[config.mk]
export PLATFORM = sky130hd
export DESIGN_NAME = mbg_ctrl
export DESIGN_NICKNAME = d
export VERILOG_FILES = /design/src/rtl/mbg_pkg.sv /design/src/rtl/mbg_ctrl.sv
export SDC_FILE = /design/constraint.sdc
export NUM_CORES = 1
export LEC_CHECK = 0
export ABC_AREA = 1
export BUFFER_PORTS_ARGS = -buffer_cell sky130_fd_sc_hd__buf_2
export CAP_MARGIN = 40
export CORE_AREA = 10 10 57 59
export CTS_CLUSTER_DIAMETER = 120
export DETAILED_ROUTE_END_ITERATION = 12
export DIE_AREA = 0 0 67 69
export GPL_TIMING_DRIVEN = 0
export HOLD_SLACK_MARGIN = 0.06
export PLACE_DENSITY = 0.57
export SKIP_LAST_GASP = 1
export SYNTH_ARGS = -nofsm -noshare
export SYNTH_HDL_FRONTEND = slang
export SYNTH_SLANG_ARGS = --single-unit
export TNS_END_PERCENT = 100
[constraint.sdc]
create_clock -name clk -period 2.8 [get_ports clk]
set_input_delay 0.28 -clock clk [delete_from_list [all_inputs] [get_ports clk]]
set_output_delay 0.28 -clock clk [all_outputs]
set_load 0.01 [all_outputs]
[src/rtl/mbg_pkg.sv]
package mbg_pkg;

    localparam int MAX_WIDTH_DEF  = 32;
    localparam int MAX_HEIGHT_DEF = 32;

    localparam int CFG_W     = 6;
    localparam int CFG_IDX_W = 1;
    localparam int OP_W      = 2;
    localparam int COORD_W   = 5;
    localparam int RAND_W    = 8;
    localparam int EVENT_W   = 3;
    localparam int DIR_W     = 2;
    localparam int WALL_W    = 4;

    localparam logic [CFG_W-1:0] GRID_HEIGHT_RESET = 6'd32;
    localparam logic [CFG_W-1:0] GRID_WIDTH_RESET  = 6'd32;

    typedef enum logic [CFG_IDX_W-1:0] {
        CFG_GRID_HEIGHT = 1'b0,
        CFG_GRID_WIDTH  = 1'b1
    } cfg_idx_t;

    typedef enum logic [OP_W-1:0] {
        OP_START = 2'd0,
        OP_STEP  = 2'd1,
        OP_READ  = 2'd2
    } op_t;

    typedef enum logic [EVENT_W-1:0] {
        EV_STARTED     = 3'd0,
        EV_CARVED      = 3'd1,
        EV_BACKTRACKED = 3'd2,
        EV_FINISHED    = 3'd3,
        EV_READ        = 3'd4
    } event_t;

    typedef enum logic [DIR_W-1:0] {
        DIR_LEFT  = 2'd0,
        DIR_RIGHT = 2'd1,
        DIR_UP    = 2'd2,
        DIR_DOWN  = 2'd3
    } dir_t;

    typedef enum logic [3:0] {
        ST_CLEAR,
        ST_IDLE,
        ST_SCLEAR,
        ST_START_WR,
        ST_FIN_OUT,
        ST_READ_RD,
        ST_READ_OUT,
        ST_PROBE,
        ST_PICK,
        ST_CARVE,
        ST_POP
    } state_t;

    typedef struct packed {
        logic   in_ready;
        logic   capture;
        logic   clr_step;
        logic   start_init;
        logic   probe;
        logic   cell_rd;
        logic   pick;
        logic   carve;
        logic   pop;
        logic   out_load;
        event_t out_event;
    } cmd_t;

    typedef struct packed {
        logic            in_valid;
        logic [OP_W-1:0] op;
        logic            clr_done;
        logic            depth_zero;
        logic            probe_last;
        logic            can_carve;
        logic            out_free;
    } status_t;

endpackage

[src/rtl/mbg_ctrl.sv]
module mbg_ctrl (
    input  logic             clk,
    input  logic             rst_n,
    input  mbg_pkg::status_t status,
    output mbg_pkg::cmd_t    cmd
);

    mbg_pkg::state_t state_reg;
    mbg_pkg::state_t state_next;

    always_ff @(posedge clk or negedge rst_n)
    begin
        if (!rst_n)
        begin
            state_reg <= mbg_pkg::ST_CLEAR;
        end
        else
        begin
            state_reg <= state_next;
        end
    end

    always_comb
    begin
        cmd           = '0;
        cmd.out_event = mbg_pkg::EV_STARTED;
        state_next    = state_reg;
        case (state_reg)
            mbg_pkg::ST_CLEAR:
            begin
                cmd.clr_step = 1'b1;
                if (status.clr_done)
                begin
                    state_next = mbg_pkg::ST_IDLE;
                end
            end
            mbg_pkg::ST_IDLE:
            begin
                cmd.in_ready = 1'b1;
                if (status.in_valid)
                begin
                    cmd.capture = 1'b1;
                    case (status.op)
                        mbg_pkg::OP_START: state_next = mbg_pkg::ST_SCLEAR;
                        mbg_pkg::OP_STEP:
                        begin
                            if (status.depth_zero)
                            begin
                                state_next = mbg_pkg::ST_FIN_OUT;
                            end
                            else
                            begin
                                state_next = mbg_pkg::ST_PROBE;
                            end
                        end
                        mbg_pkg::OP_READ:  state_next = mbg_pkg::ST_READ_RD;
                        default:           state_next = mbg_pkg::ST_IDLE;
                    endcase
                end
            end
            mbg_pkg::ST_SCLEAR:
            begin
                cmd.clr_step = 1'b1;
                if (status.clr_done)
                begin
                    state_next = mbg_pkg::ST_START_WR;
                end
            end
            mbg_pkg::ST_START_WR:
            begin
                if (status.out_free)
                begin
                    cmd.start_init = 1'b1;
                    cmd.out_load   = 1'b1;
                    cmd.out_event  = mbg_pkg::EV_STARTED;
                    state_next     = mbg_pkg::ST_IDLE;
                end
            end
            mbg_pkg::ST_FIN_OUT:
            begin
                if (status.out_free)
                begin
                    cmd.out_load  = 1'b1;
                    cmd.out_event = mbg_pkg::EV_FINISHED;
                    state_next    = mbg_pkg::ST_IDLE;
                end
            end
            mbg_pkg::ST_READ_RD:
            begin
                cmd.cell_rd = 1'b1;
                state_next  = mbg_pkg::ST_READ_OUT;
            end
            mbg_pkg::ST_READ_OUT:
            begin
                if (status.out_free)
                begin
                    cmd.out_load  = 1'b1;
                    cmd.out_event = mbg_pkg::EV_READ;
                    state_next    = mbg_pkg::ST_IDLE;
                end
            end
            mbg_pkg::ST_PROBE:
            begin
                cmd.probe = 1'b1;
                if (status.probe_last)
                begin
                    state_next = mbg_pkg::ST_PICK;
                end
            end
            mbg_pkg::ST_PICK:
            begin
                if (status.can_carve)
                begin
                    cmd.pick   = 1'b1;
                    state_next = mbg_pkg::ST_CARVE;
                end
                else
                begin
                    state_next = mbg_pkg::ST_POP;
                end
            end
            mbg_pkg::ST_CARVE:
            begin
                if (status.out_free)
                begin
                    cmd.carve     = 1'b1;
                    cmd.out_load  = 1'b1;
                    cmd.out_event = mbg_pkg::EV_CARVED;
                    state_next    = mbg_pkg::ST_IDLE;
                end
            end
            mbg_pkg::ST_POP:
            begin
                if (status.out_free)
                begin
                    cmd.pop       = 1'b1;
                    cmd.out_load  = 1'b1;
                    cmd.out_event = mbg_pkg::EV_BACKTRACKED;
                    state_next    = mbg_pkg::ST_IDLE;
                end
            end
            default:
            begin
                state_next = mbg_pkg::ST_IDLE;
            end
        endcase
    end

endmodule

After elaboration in Yosys (flattened, before gate mapping) --
Cells that the tools add are included.
Storage, ports and cells: word-level logic and storage cells 49, output and inout port bits 13, input bits 10, register bits after elaboration 4
Operators by class: multiplexer cells 26, reductions and logical operators 5, eq/ne operators 17
Operators by type and width (count):
- 4-bit 2-to-1 mux | 9
- 4-bit case mux with 7 select lines | 1
- 4-bit case mux with 5 select lines | 1
- 4-bit by 3-bit equality test with 1-bit output, second input constant | 4
- 4-bit equality test, second input constant | 3
- 1-bit 2-to-1 mux | 10
- 3-bit case mux with 3 select lines | 1
- 4-bit by 2-bit equality test with 1-bit output, second input constant | 2
- 2-bit != test, second input constant | 4
- 2-bit 2-to-1 mux | 3
- 5-bit 2-to-1 mux | 1
- 5-bit AND reduction | 1
- 5-bit OR reduction | 1
- 4-bit by 1-bit equality test with 1-bit output, second input constant | 1
- 4-bit zero test | 1
- 2-bit by 1-bit equality test with 1-bit output, second input constant | 1
- 2-bit equality test, second input constant | 1
- 2-bit zero test | 1
- 2-bit by 1-bit != test with 1-bit output, second input constant | 1
- 2-bit OR reduction | 1

Logic depth before layout (Yosys ltp) --
word-level depth 4, gate-level depth with buffers 9, gate-level depth less buffers 9

Least setup slack after synthesis --
Ideal clock, no wire load.
path kind register -> output, start reg state_reg[0], end out cmd[3] (netlist bit), data required time 2.520 ns, stages on the path, launching flop included 8, slack 1.425 ns, arrival 1.095 ns, buffers on the path 0, path through dfrtp_1 > inv_2 > nand2_1 > nor2_1 > nand2_1 > nand2_1 > nor2_1 > nand3_1
RTL lines:
- from (decl) | line mbg_ctrl.sv:8 | mbg_pkg::state_t state_reg;
- from (signal assigned) | line mbg_ctrl.sv:15 | state_reg <= mbg_pkg::ST_CLEAR;
- from (signal assigned) | line mbg_ctrl.sv:19 | state_reg <= state_next;
- to (decl) | line mbg_ctrl.sv:5 | output mbg_pkg::cmd_t cmd

==> results.md <==
- Worst slack at placement: 1300 ps
- Clock Latency Late Sink: around 230 ps
- Largest net degree at the start of global routing: 8
- GPL Wtd Cong: between 0.7 and 0.8
- Sequential cell area fraction in the yosys report: 17.6%
- Syn avg cell area: 5.81 sq um
- # DRC: 0
- Final-report hold violation count: 0
- Core outline area: 2150 sq um
- Main combinational cell family by area after synthesis: simple AND/OR/NAND/NOR gates
- Simple-gate share of the synthesized area: a little under three fifths
- Final core occ: between 30% and 40%
- P&R area growth vs syn: 31.2%
- TritonCTS Buffers: 3
- IR drop worst, VDD: between 400 and 500 uV
- F_max: 0.571 GHz
- Yosys reg bits: 4
- CP Launch Type: flip-flop
- Slowest CP cell: dfrtp_1
- Crit Path Class: flip-flop to primary output
- DR WL/cell: roughly 10 um
- H-tree levels: 1
- Netlist cell types: 14
- Critical path endpoint category: primary output
- Fin Clk Skew: about 1.4 ps
- Largest register FFs: 4
- Number of global-route vias before repair: 601
- Flop-to-flop setup slack: 1480 ps
- Period utilization: a little over three fifths
- Adder-Cell Fraction of Synth Area: between 6 and 7%
- CTS tree: yes
- Max_cap viols: 0
- Power Dens Cells: 845 nW/um^2
- Worst flop-to-flop path endpoint: state_reg[0]
- Worst Slack Setup Final: 1050 ps
- Antenna viol nets, final: 0
- Initial antenna violation count: 0
- Top-area cell type share of the netlist area: between 15 and 20%
- Most frequent CP cell: nand2_1
- Fin cells: 152
- Post-synthesis compound-gate area fraction: about 4.4%
- Syn. warnings: 0
- GRT Resource Usage Total: 6.49%
- Hold Path Class: input pin to async pin
- Crit path largest cell delay: 460 ps
- Post-Route WL: 1.52 mm
- Outcome: completed
- DP Wirelength: 1.35 mm
- Mapped Area: 569 sq um
- Synth top area cells: dfrtp_1, nand2_1, inv_1, nor2_1, nand3_1
- Fraction of layout cells with a size suffix above 1: 34.7%
- Crit-path max FO: 7
- Vias: 651
- Maximum clock path buffer count: 2
- I/O Pins: 23
- Die ar.: 4620 sq um
- Crit-path cells: inv_2 > nand2_1 > nor2_1 > nand2_1 > nand2_1 > nor2_1 > nand3_1 > buf_2
- Final Setup Violations: 0
- First-pass GRT wire length: 2.53 mm
- Die Y: 69 um
- RR Startpoint: state_reg[0]
- Vias per Instance: 4.28
- Post-synthesis net count: roughly 110
- R2R cell count: 8
- Initial core utilization: 26.5%
- Reg clk slew, reported paths: 40 ps
- PortBufs: 22
- Critical Path RT: 2520 ps
- Dpl cells: 148
- RSZ-0062 raised after global routing: false
- DRT Pass-1 Iters: 4
- Post_cts resized: 0
- Rows: 17
- Inserted Diodes: 0
- Xor and xnor area share after synthesis: 0%
- Die X: 67 um
- DR iter-0 viols: 33
- Crit path DAT: around 1500 ps
- Final #Nets: 139
- Mapped Cells: 98
- Slew headroom: 81.6%
- Worst-Margin Slew: 276 ps
- Sink Count: 4
- CTS root buf: clkbuf_4
- Setup TNS: 0 ps
- Min cycle time layout: roughly 1800 ps
- Post-synthesis mux area share: 0%
- LEAKAGE: roughly 0.0005 uW
- Remaining global-route overflow: 0
- Area leader, netlist: dfrtp_1
- Final Max Slew Viols: 0
-- logic make-up after synthesis --
logic type	after synthesis
DFF	4
buffers and inverters	22
adders and majority gates	3
AOI/OAI and AO/OA	5
and+or+nand+nor	64
-- what timing repair did --
action / CTS / global route
endpoints found under the hold margin: 4 / 0
setup buffers: 0 / 0
hold buffers: 1 / 0
-- through the flow --
stage,hold slack [ps],total power (uW),area [sq um]
2_1_floorplan,-15.6,448,569
4_1_cts,370,643,747
3_5_place_dp,84.8,568,714
5_1_grt,380,708,747
3_3_place_gp,83.5,562,714
6_report,381,632,747
-- cells in the mapped netlist --
cell type	number
nor2_1	14
nand3b_1	3
dfrtp_1	4
nand3_2	1
nand2_1	23
nand2_4	2
inv_1	19
inv_2	3
a21oi_1	5
ha_1	3
nand2_2	6
nand3_1	9
nor2_2	4
nor2_4	2
-- placed cells by master, fill, tap and decap left out --
master and instances:
a21oi_1 5, buf_2 22, clkbuf_4 3, dfrtp_1 4
dlygate4sd3_1 1, ha_1 3, inv_1 19, inv_2 3
nand2_1 23, nand2_2 6, nand2_4 2, nand3_1 9
nand3_2 1, nand3b_1 3, nor2_1 14, nor2_2 4
nor2_4 2
-- worst max-delay path by stage --
stage            startpoint     end  slack [ps]  depth (start not counted)
2_1_floorplan  state_reg[0]  cmd[3]        1420                          7
3_3_place_gp   state_reg[0]  cmd[3]        1300                          8
5_1_grt        state_reg[0]  cmd[3]         870                          8
3_5_place_dp   state_reg[0]  cmd[3]        1300                          8
4_1_cts        state_reg[0]  cmd[3]        1040                          8
6_report       state_reg[0]  cmd[3]        1050                          8
-- where the power goes --
group          switching (uW)  internal, uW
Combinational             280           161
Clock                    21.5          47.8
Sequential               39.5          81.8
-- metal layers --
metal  global-route usage (%)  share of wire, %  vias up
met2                     11.1                46       24
met4                     2.71               1.4        0
met3                     1.29               9.9        3
met5                        0                 0        -
li1                         -                 -      350
met1                     7.43                43      274
-- critical path, delay by kind of cell, from the launching register on --
kind / cells / cell delay, ps
and+or+nand+nor: 6 / 550
buffers and inverters: 2 / 230
DFF: 1 / 460
-- cell type report --
class	instances	area, sq um
flip-flops and latches	4	100
inverters	22	82.6
clock buffers	3	22.5
multi-input cells	72	387
fillers	241	1400
well taps	28	35.0
repair buffers	23	120
No activity file was read; power rests on OpenSTA's default activity.
